**src/sv/gbc_pkg.sv**
```systemverilog
// ----------------------------------------------------------------------------
// gbc_pkg
// Types, widths and saturation helpers of the gyro bias calibrator.
// ----------------------------------------------------------------------------
package gbc_pkg;

  localparam int CNT_W     = 16;
  localparam int GAIN_W    = 24;
  localparam int CFG_W     = 24;
  localparam int OFFSET_W  = 35;
  localparam int SUM_W     = 51;
  localparam int READ_W    = 36;
  localparam int WIDE_W    = 52;
  localparam int DIV_CNT_W = $clog2(WIDE_W);

  typedef enum logic [1:0] {
    ACT_BLOCK = 2'd0,
    ACT_CONT  = 2'd1,
    ACT_READ  = 2'd2,
    ACT_NONE  = 2'd3
  } action_e;

  typedef enum logic {
    REG_CALIB_COUNT = 1'b0,
    REG_CONV_GAIN   = 1'b1
  } reg_idx_e;

  typedef enum logic [2:0] {
    S_IDLE,
    S_SCALE,
    S_ACCUM,
    S_MUL,
    S_ADD,
    S_DIV_START,
    S_DIV_WAIT,
    S_READ
  } state_e;

  typedef struct packed {
    logic load;
    logic scale;
    logic accum;
    logic mul;
    logic add;
    logic div_start;
    logic offset_wr;
    logic read_wr;
  } cmd_t;

  typedef struct packed {
    action_e action;
    logic    block_done;
    logic    div_done;
    logic    out_busy;
  } status_t;

  function automatic logic signed [OFFSET_W-1:0] sat_offset(
    input logic signed [WIDE_W-1:0] v
  );
    logic all1;
    logic all0;
    all1 = &v[WIDE_W-1:OFFSET_W-1];
    all0 = ~|v[WIDE_W-1:OFFSET_W-1];
    if (all1 || all0) begin
      return v[OFFSET_W-1:0];
    end else if (v[WIDE_W-1]) begin
      return {1'b1, {(OFFSET_W-1){1'b0}}};
    end else begin
      return {1'b0, {(OFFSET_W-1){1'b1}}};
    end
  endfunction

  function automatic logic signed [SUM_W-1:0] sat_sum(
    input logic signed [WIDE_W-1:0] v
  );
    logic all1;
    logic all0;
    all1 = &v[WIDE_W-1:SUM_W-1];
    all0 = ~|v[WIDE_W-1:SUM_W-1];
    if (all1 || all0) begin
      return v[SUM_W-1:0];
    end else if (v[WIDE_W-1]) begin
      return {1'b1, {(SUM_W-1){1'b0}}};
    end else begin
      return {1'b0, {(SUM_W-1){1'b1}}};
    end
  endfunction

  function automatic logic signed [READ_W-1:0] sat_read(
    input logic signed [WIDE_W-1:0] v
  );
    logic all1;
    logic all0;
    all1 = &v[WIDE_W-1:READ_W-1];
    all0 = ~|v[WIDE_W-1:READ_W-1];
    if (all1 || all0) begin
      return v[READ_W-1:0];
    end else if (v[WIDE_W-1]) begin
      return {1'b1, {(READ_W-1){1'b0}}};
    end else begin
      return {1'b0, {(READ_W-1){1'b1}}};
    end
  endfunction

endpackage

```
**src/sv/gyro_bias_calibrator.sv**
```systemverilog
// ----------------------------------------------------------------------------
// gyro_bias_calibrator
// Zero-rate offset calibration and readout for one analog gyro axis.
// ----------------------------------------------------------------------------
// Input channel (in_valid_i/in_ready_o) takes an action with an axis and a
// reference ADC sample. Output channel (out_valid_o/out_ready_i) carries
// rate_reading_o, produced only by a read beat.
// One beat is in flight at a time; in_ready_o is high only when idle.
// Steps of an accepted beat after its load, before the next accept:
//   read:                 scale, then write of the output register
//   block sample:         scale, accumulate; the closing beat also divides
//   continuous sample:    scale, multiply, add, divide
// Dividing paths use the serial divider, one quotient bit per cycle over a
// 52-bit dividend. The output register holds a result while the receiver
// stalls; the block keeps accepting beats, and a later read waits only until
// that register drains. Reset clears offset, sum and sample count and loads
// calib_count = 100, conversion_gain = 1.0 (Q8.16). Configuration (cfg_we_i,
// cfg_index_i, cfg_data_i) must be written only while idle; not enforced here.
// ----------------------------------------------------------------------------
module gyro_bias_calibrator #(
  parameter int ADC_BITS = 10
) (
  input  logic                               clk_i,
  input  logic                               rst_ni,
  input  logic                               cfg_we_i,
  input  logic                               cfg_index_i,
  input  logic        [gbc_pkg::CFG_W-1:0]   cfg_data_i,
  input  logic                               in_valid_i,
  output logic                               in_ready_o,
  input  logic        [1:0]                  action_i,
  input  logic        [ADC_BITS-1:0]         axis_sample_i,
  input  logic        [ADC_BITS-1:0]         ref_sample_i,
  output logic                               out_valid_o,
  input  logic                               out_ready_i,
  output logic signed [gbc_pkg::READ_W-1:0]  rate_reading_o
);

  gbc_pkg::cmd_t    cmd;
  gbc_pkg::status_t status;

  gbc_ctrl u_ctrl (
    .clk_i      (clk_i),
    .rst_ni     (rst_ni),
    .in_valid_i (in_valid_i),
    .in_ready_o (in_ready_o),
    .status_i   (status),
    .cmd_o      (cmd)
  );

  gbc_datapath #(
    .ADC_BITS (ADC_BITS)
  ) u_dp (
    .clk_i          (clk_i),
    .rst_ni         (rst_ni),
    .cmd_i          (cmd),
    .status_o       (status),
    .cfg_we_i       (cfg_we_i),
    .cfg_index_i    (cfg_index_i),
    .cfg_data_i     (cfg_data_i),
    .action_i       (action_i),
    .axis_sample_i  (axis_sample_i),
    .ref_sample_i   (ref_sample_i),
    .out_valid_o    (out_valid_o),
    .out_ready_i    (out_ready_i),
    .rate_reading_o (rate_reading_o)
  );

endmodule

```
**src/sv/gbc_divider.sv**
```systemverilog
// ----------------------------------------------------------------------------
// gbc_divider
// Serial restoring divider, signed dividend by unsigned count, one quotient
// bit per cycle, quotient truncated toward zero.
// ----------------------------------------------------------------------------
module gbc_divider (
  input  logic                                  clk_i,
  input  logic                                  rst_ni,
  input  logic                                  start_i,
  input  logic signed [gbc_pkg::WIDE_W-1:0]     dividend_i,
  input  logic        [gbc_pkg::CNT_W-1:0]      divisor_i,
  output logic                                  done_o,
  output logic signed [gbc_pkg::WIDE_W-1:0]     quotient_o
);

  localparam int WIDE_W    = gbc_pkg::WIDE_W;
  localparam int CNT_W     = gbc_pkg::CNT_W;
  localparam int DIV_CNT_W = gbc_pkg::DIV_CNT_W;

  logic                 busy_q;
  logic                 done_q;
  logic                 neg_q;
  logic [DIV_CNT_W-1:0] cnt_q;
  logic [WIDE_W-1:0]    quo_q;
  logic [CNT_W-1:0]     rem_q;

  logic [WIDE_W-1:0]    mag;
  logic [CNT_W:0]       trial;
  logic                 ge;
  logic [CNT_W:0]       rem_sub;
  logic [CNT_W-1:0]     rem_d;
  logic                 last;

  assign mag     = dividend_i[WIDE_W-1] ? (~dividend_i + 1'b1) : dividend_i;
  assign trial   = {rem_q, quo_q[WIDE_W-1]};
  assign ge      = trial >= {1'b0, divisor_i};
  assign rem_sub = trial - {1'b0, divisor_i};
  assign rem_d   = ge ? rem_sub[CNT_W-1:0] : trial[CNT_W-1:0];
  assign last    = cnt_q == DIV_CNT_W'(WIDE_W - 1);

  always_ff @(posedge clk_i or negedge rst_ni) begin
    if (!rst_ni) begin
      busy_q <= 1'b0;
      done_q <= 1'b0;
      cnt_q  <= '0;
    end else begin
      done_q <= 1'b0;
      if (start_i) begin
        busy_q <= 1'b1;
        cnt_q  <= '0;
      end else if (busy_q) begin
        cnt_q <= cnt_q + 1'b1;
        if (last) begin
          busy_q <= 1'b0;
          done_q <= 1'b1;
        end
      end
    end
  end

  always_ff @(posedge clk_i) begin
    if (start_i) begin
      neg_q <= dividend_i[WIDE_W-1];
      quo_q <= mag;
      rem_q <= '0;
    end else if (busy_q) begin
      quo_q <= {quo_q[WIDE_W-2:0], ge};
      rem_q <= rem_d;
    end
  end

  assign done_o     = done_q;
  assign quotient_o = neg_q ? $signed(~quo_q + 1'b1) : $signed(quo_q);

endmodule

```
**src/sv/gbc_datapath.sv**
```systemverilog
// ----------------------------------------------------------------------------
// gbc_datapath
// Configuration registers, scaling multiplier, block accumulator, offset,
// running-average multiplier, shared divider and the output register.
// ----------------------------------------------------------------------------
module gbc_datapath #(
  parameter int ADC_BITS = 10
) (
  input  logic                                  clk_i,
  input  logic                                  rst_ni,
  input  gbc_pkg::cmd_t                         cmd_i,
  output gbc_pkg::status_t                      status_o,
  input  logic                                  cfg_we_i,
  input  logic                                  cfg_index_i,
  input  logic        [gbc_pkg::CFG_W-1:0]      cfg_data_i,
  input  logic        [1:0]                     action_i,
  input  logic        [ADC_BITS-1:0]            axis_sample_i,
  input  logic        [ADC_BITS-1:0]            ref_sample_i,
  output logic                                  out_valid_o,
  input  logic                                  out_ready_i,
  output logic signed [gbc_pkg::READ_W-1:0]     rate_reading_o
);

  localparam int SCALED_W = ADC_BITS + 25;
  localparam int WIDE_W   = gbc_pkg::WIDE_W;
  localparam int CNT_W    = gbc_pkg::CNT_W;
  localparam int GAIN_W   = gbc_pkg::GAIN_W;
  localparam int OFFSET_W = gbc_pkg::OFFSET_W;
  localparam int SUM_W    = gbc_pkg::SUM_W;
  localparam int READ_W   = gbc_pkg::READ_W;

  logic [CNT_W-1:0]           count_q;
  logic [GAIN_W-1:0]          gain_q;
  gbc_pkg::action_e           action_q;
  logic signed [ADC_BITS:0]   diff_q;
  logic signed [SCALED_W-1:0] scaled_q;
  logic signed [SUM_W-1:0]    sum_q;
  logic [CNT_W-1:0]           samples_q;
  logic signed [OFFSET_W-1:0] offset_q;
  logic signed [WIDE_W-1:0]   prod_q;
  logic                       out_valid_q;
  logic signed [READ_W-1:0]   out_q;

  logic [ADC_BITS:0]          diff_d;
  logic signed [SCALED_W:0]   scale_prod;
  logic [CNT_W-1:0]           eff_n;
  logic [CNT_W-1:0]           n_minus1;
  logic [CNT_W:0]             samples_inc;
  logic                       block_done;
  logic signed [WIDE_W-1:0]   scaled_wide;
  logic signed [WIDE_W-1:0]   sum_wide;
  logic signed [WIDE_W-1:0]   offset_wide;
  logic signed [WIDE_W-1:0]   mul_prod;
  logic signed [WIDE_W-1:0]   dividend;
  logic signed [WIDE_W-1:0]   quotient;
  logic                       div_done;

  assign diff_d      = {1'b0, axis_sample_i} - {1'b0, ref_sample_i};
  assign scale_prod  = (SCALED_W+1)'(diff_q) * (SCALED_W+1)'($signed({1'b0, gain_q}));
  assign eff_n       = (count_q == '0) ? CNT_W'(1) : count_q;
  assign n_minus1    = eff_n - 1'b1;
  assign samples_inc = {1'b0, samples_q} + 1'b1;
  assign block_done  = samples_inc >= {1'b0, eff_n};
  assign scaled_wide = WIDE_W'(scaled_q);
  assign sum_wide    = WIDE_W'(sum_q);
  assign offset_wide = WIDE_W'(offset_q);
  assign mul_prod    = WIDE_W'(offset_q) * WIDE_W'($signed({1'b0, n_minus1}));
  assign dividend    = (action_q == gbc_pkg::ACT_BLOCK) ? sum_wide : prod_q;

  gbc_divider u_div (
    .clk_i      (clk_i),
    .rst_ni     (rst_ni),
    .start_i    (cmd_i.div_start),
    .dividend_i (dividend),
    .divisor_i  (eff_n),
    .done_o     (div_done),
    .quotient_o (quotient)
  );

  always_ff @(posedge clk_i or negedge rst_ni) begin
    if (!rst_ni) begin
      count_q     <= CNT_W'(100);
      gain_q      <= GAIN_W'(65536);
      samples_q   <= '0;
      sum_q       <= '0;
      offset_q    <= '0;
      out_valid_q <= 1'b0;
    end else begin
      if (cfg_we_i) begin
        case (gbc_pkg::reg_idx_e'(cfg_index_i))
          gbc_pkg::REG_CALIB_COUNT: count_q <= cfg_data_i[CNT_W-1:0];
          gbc_pkg::REG_CONV_GAIN:   gain_q  <= cfg_data_i[GAIN_W-1:0];
          default: ;
        endcase
      end
      if (cmd_i.accum) begin
        // first beat of a block restarts the sum
        if (samples_q == '0) begin
          sum_q <= scaled_wide[SUM_W-1:0];
        end else begin
          sum_q <= gbc_pkg::sat_sum(sum_wide + scaled_wide);
        end
        samples_q <= block_done ? '0 : samples_inc[CNT_W-1:0];
      end
      if (cmd_i.offset_wr) begin
        offset_q <= gbc_pkg::sat_offset(quotient);
      end
      if (cmd_i.read_wr) begin
        out_valid_q <= 1'b1;
      end else if (out_ready_i) begin
        out_valid_q <= 1'b0;
      end
    end
  end

  always_ff @(posedge clk_i) begin
    if (cmd_i.load) begin
      action_q <= gbc_pkg::action_e'(action_i);
      diff_q   <= $signed(diff_d);
    end
    if (cmd_i.scale) begin
      scaled_q <= scale_prod[SCALED_W-1:0];
    end
    if (cmd_i.mul) begin
      prod_q <= mul_prod;
    end else if (cmd_i.add) begin
      prod_q <= prod_q + scaled_wide;
    end
    if (cmd_i.read_wr) begin
      out_q <= gbc_pkg::sat_read(scaled_wide - offset_wide);
    end
  end

  assign status_o.action     = action_q;
  assign status_o.block_done = block_done;
  assign status_o.div_done   = div_done;
  assign status_o.out_busy   = out_valid_q & ~out_ready_i;

  assign out_valid_o    = out_valid_q;
  assign rate_reading_o = out_q;

endmodule

```
**src/sv/gbc_ctrl.sv**
```systemverilog
// ----------------------------------------------------------------------------
// gbc_ctrl
// Sequencer: steps each accepted beat through scaling, then accumulation
// (dividing on a block's last beat), running average and division, or readout.
// ----------------------------------------------------------------------------
module gbc_ctrl (
  input  logic             clk_i,
  input  logic             rst_ni,
  input  logic             in_valid_i,
  output logic             in_ready_o,
  input  gbc_pkg::status_t status_i,
  output gbc_pkg::cmd_t    cmd_o
);

  gbc_pkg::state_e state_q;
  gbc_pkg::state_e state_d;

  always_ff @(posedge clk_i or negedge rst_ni) begin
    if (!rst_ni) begin
      state_q <= gbc_pkg::S_IDLE;
    end else begin
      state_q <= state_d;
    end
  end

  always_comb begin
    state_d    = state_q;
    cmd_o      = '0;
    in_ready_o = 1'b0;
    case (state_q)
      gbc_pkg::S_IDLE: begin
        in_ready_o = 1'b1;
        if (in_valid_i) begin
          cmd_o.load = 1'b1;
          state_d    = gbc_pkg::S_SCALE;
        end
      end
      gbc_pkg::S_SCALE: begin
        cmd_o.scale = 1'b1;
        case (status_i.action)
          gbc_pkg::ACT_BLOCK: state_d = gbc_pkg::S_ACCUM;
          gbc_pkg::ACT_CONT:  state_d = gbc_pkg::S_MUL;
          gbc_pkg::ACT_READ:  state_d = gbc_pkg::S_READ;
          default:            state_d = gbc_pkg::S_IDLE;
        endcase
      end
      gbc_pkg::S_ACCUM: begin
        cmd_o.accum = 1'b1;
        state_d     = status_i.block_done ? gbc_pkg::S_DIV_START : gbc_pkg::S_IDLE;
      end
      gbc_pkg::S_MUL: begin
        cmd_o.mul = 1'b1;
        state_d   = gbc_pkg::S_ADD;
      end
      gbc_pkg::S_ADD: begin
        cmd_o.add = 1'b1;
        state_d   = gbc_pkg::S_DIV_START;
      end
      gbc_pkg::S_DIV_START: begin
        cmd_o.div_start = 1'b1;
        state_d         = gbc_pkg::S_DIV_WAIT;
      end
      gbc_pkg::S_DIV_WAIT: begin
        if (status_i.div_done) begin
          cmd_o.offset_wr = 1'b1;
          state_d         = gbc_pkg::S_IDLE;
        end
      end
      gbc_pkg::S_READ: begin
        // hold until the output register is free or drains this cycle
        if (!status_i.out_busy) begin
          cmd_o.read_wr = 1'b1;
          state_d       = gbc_pkg::S_IDLE;
        end
      end
      default: state_d = gbc_pkg::S_IDLE;
    endcase
  end

endmodule

```
**config.mk**
```make
export PLATFORM = sky130hd
export DESIGN_NAME = gyro_bias_calibrator
export DESIGN_NICKNAME = d
export VERILOG_FILES = /design/src/sv/gbc_pkg.sv /design/src/sv/gyro_bias_calibrator.sv /design/src/sv/gbc_divider.sv /design/src/sv/gbc_datapath.sv /design/src/sv/gbc_ctrl.sv
export SDC_FILE = /design/constraint.sdc
export NUM_CORES = 2
export LEC_CHECK = 0
export BUFFER_PORTS_ARGS = -buffer_cell sky130_fd_sc_hd__buf_4
export CAP_MARGIN = 10
export CORE_ASPECT_RATIO = 1.25
export CORE_MARGIN = 2
export CORE_UTILIZATION = 54
export DETAILED_ROUTE_END_ITERATION = 8
export PLACE_DENSITY = 0.84
export SLEW_MARGIN = 40
export SYNTH_ARGS = -nofsm -noshare
export SYNTH_HDL_FRONTEND = slang
export SYNTH_SLANG_ARGS = --single-unit
```
**constraint.sdc**
```tcl
create_clock -name clk_i -period 9 [get_ports clk_i]
set_clock_uncertainty 0.2 [all_clocks]
set_input_delay 0.45 -clock clk_i [delete_from_list [all_inputs] [get_ports clk_i]]
set_output_delay 0.45 -clock clk_i [all_outputs]
set_load 0.005 [all_outputs]
```
==> results.ini <==
[outcome]
outcome=complete, no violations

[grt]
grt_pass1_wl_um=257000
grt_pass1_vias=47720
grt_max_degree=88
grt-ovfl-total=0
grt.total_usage_pct=31.48
antenna_found_initial=4

[logic_synthesis]
synth_common_cells=inv_1 (944), nand2_1 (792), fa_1 (734)
synth_most_common_cell=inv_1
synth_top_cells_by_area=fa_1 (27%), edfxtp_1 (10%), ha_1 (9.2%)
ys_seq_elements=359
async_flop_share_pct=42.90
ys.flop_type=edfxtp_1
avgSynthCellArea_um2=8.746
synthesis.area_um2=54850
synth-edff-count=189
synth_top_area_cell=fa_1
yosysWarnings=0
synthCells=6271
syn-num-nets=7461
synthDistinctLibCells=89
synth_top_area_share_pct=26.79
yosysSeqAreaShare_pct=17.97

[detailed_routing]
wl_per_cell_um=21.50
detail-route-antenna-nets=0
viasPerCell=6.115
drc=0
dr.pass1.iters=6
num_vias=46540
drt_wl_total_um=163600
drt_iter0_markers=4564

[sta]
tightest_slew_ns=1.016
fmax_mhz=114.1
hold_viol_final=0
slew_viol_final=0
setup_violations=0
fin_crit_ns=8.764
setup_slack_ns=0.2365
final.setup.tns_ns=0
slew_headroom_pct=31.78
period_share_pct=97.37

[cells_and_area]
drive_gt1_share_pct=6.899
nets=7445
fillers=8395
seq_area_um2=9856
multi_input_area_um2=40670
finalNonFillerCells=7612
syn_to_final_growth_pct=8.329

[hold_path]
hold_start=in_valid_i
hp-class=input pin to register

[placed_design]
placed_cells=7486
hpwlAfterDp_um=129100
port_buffers=89
pre_cts_slack_ns=0.01408
gp_congestion=1.049

[clocking]
cts_tree=done
h-tree-depth=2
cts_made_buffers=44
path_clk_slew_ns=0.07
clkLatencyLatePin_ns=0.64
clockRootBuffer=clkbuf_16
clock_path_buffers=3
clkSinkCount=359

[setup_path]
cp_slowest_cell=fa_1
critPathLaunch=u_dp.count_q[8]$_DFFE_PN0P_
cp.arrival_ns=8.93
critPathKind=register to register
crit_fanout=7
crit_required_ns=9.17
reg2reg_setup_slack_ns=0.24
critPathCaptureType=register
worstSetupStartpointType=register
crit_path_frequent_cell=fa_1
r2r-start=u_dp.count_q[8]$_DFFE_PN0P_
critPathMaxStageDelay_ns=0.57

[pwr]
p_leak_nw=27.76
ir_drop_uv=631.0
cellPowerDensity_nw_per_um2=417.1

[die]
initial_utilization_pct=54.47
row_count=130
pin_count=90
dieHeight_um=360.3
fp.dieW_um=289.0
core-area_um2=100700
dieArea_um2=104100

[run]
drv_cap=0

-- registers in the layout, summed over array words and instances (netlist names), 24 cells and up --
register / flops
u_dp.gain_q: 24
u_dp.prod_q: 52
u_dp.rate_reading_o: 36
u_dp.scaled_q: 35
u_dp.offset_q: 35
u_dp.u_div.quo_q: 52
u_dp.sum_q: 51
-- report_power, final --
part,internal [mW],switching (mW),total (mW),leakage (nW)
clock,1.14,0.811,1.95,0.767
sequential,3.19,0.956,4.15,3.87
combinational,7.39,11.3,18.7,23.1
total,11.7,13.1,24.8,27.8
-- layout make-up --
class / count / share of cell area (%)
Antenna cell: 1 / 0.004212
Clock buffer: 66 / 2.350
Clock inverter: 16 / 0.2653
Inverter: 945 / 5.975
Multi-Input combinational cell: 4667 / 68.45
Sequential cell: 359 / 16.59
Tap cell: 1320 / 2.780
Timing Repair Buffer: 238 / 3.591
-- repair_timing --
action                                  in CTS  in global routing
endpoints found under the setup margin       5                 20
hold buffers                                29                  0
pin swaps                                    0                 26
hold endpoints to repair                   128                  0
cloned                                       0                  2
setup buffers                                0                 12
resized for setup                            3                 30
-- kinds of logic after synthesis --
family / Yosys count / synth area share, %
compound gates: 1140 / 13.07
xor+xnor: 332 / 5.302
fa+ha+maj: 1139 / 36.03
buf+inv: 1245 / 8.669
flops: 359 / 17.97
mux: 111 / 2.110
simple gates: 1945 / 16.85
-- metrics by stage --
stage               instance area (um2)  utilization, %  hold WS (ns)  total power [mW]
detailed placement                57220           56.83        0.2387             22.30
finish                            59410           59.01       0.03072             24.78
global route                      59410           59.01       0.04768             26.65
global placement                  57110           56.72        0.2403             21.72
floorplan                         54870               -      -0.04559             17.08
CTS                               59080           58.68      0.005305             24.37
-- layout by cell type (no fill, tap or decap), types with 15 or more instances in the layout --
cell type        n
a211oi_1        22
a21o_1         118
a21oi_1        326
a31oi_1         39
and2_1         215
and3_1          65
buf_12          17
buf_4          185
clkbuf_16       53
dfrtp_1        149
dfxtp_1         16
dlygate4sd3_1   29
edfxtp_1       189
fa_1           733
ha_1           398
inv_1          943
mux2_2          37
mux2i_1         72
nand2_1        790
nand2b_1        96
nand3_1        108
nand4_1         55
nor2_1         327
nor2b_1         36
nor3_1          82
nor4_1          22
o211ai_1        44
o21a_1          38
o21ai_0        315
o21bai_1        28
o31ai_1         31
or2_2           18
or3_1           52
or4_1           15
xnor2_1        211
xor2_1         110
-- per-layer routing --
metal / global-route usage [%] / wire (um)
met5: 0 / 57
met4: 17.10 / 11230
met3: 5.588 / 15230
met2: 53.25 / 78820
met1: 37.94 / 58310
-- critical path: cells and delay by family (launching register included) --
kind | cells | cell delay, ns
adders and majority gates | 8 | 3.44
AOI/OAI and AO/OA | 7 | 1.59
and+or+nand+nor | 9 | 1.48
buffers and inverters | 9 | 1.09
DFF | 1 | 0.38
xor gates and xnor gates | 2 | 0.33
-- worst paths after layout --
kind,depth (start not counted),to
hold reg to reg,2,u_dp.u_div.rem_q[15]$_SDFFE_PP0P_
setup reg to reg,35,u_dp.prod_q[49]$_DFFE_PN_
hold / removal,4,u_ctrl.state_q[0]$_DFFE_PN0P_
setup / recovery,35,u_dp.prod_q[49]$_DFFE_PN_
max in group asynchronous,4,u_dp.u_div.busy_q$_DFF_PN0_
min in group asynchronous,2,u_dp.out_valid_o$_DFFE_PN0P_
No activity file was read; power rests on OpenSTA's default activity.
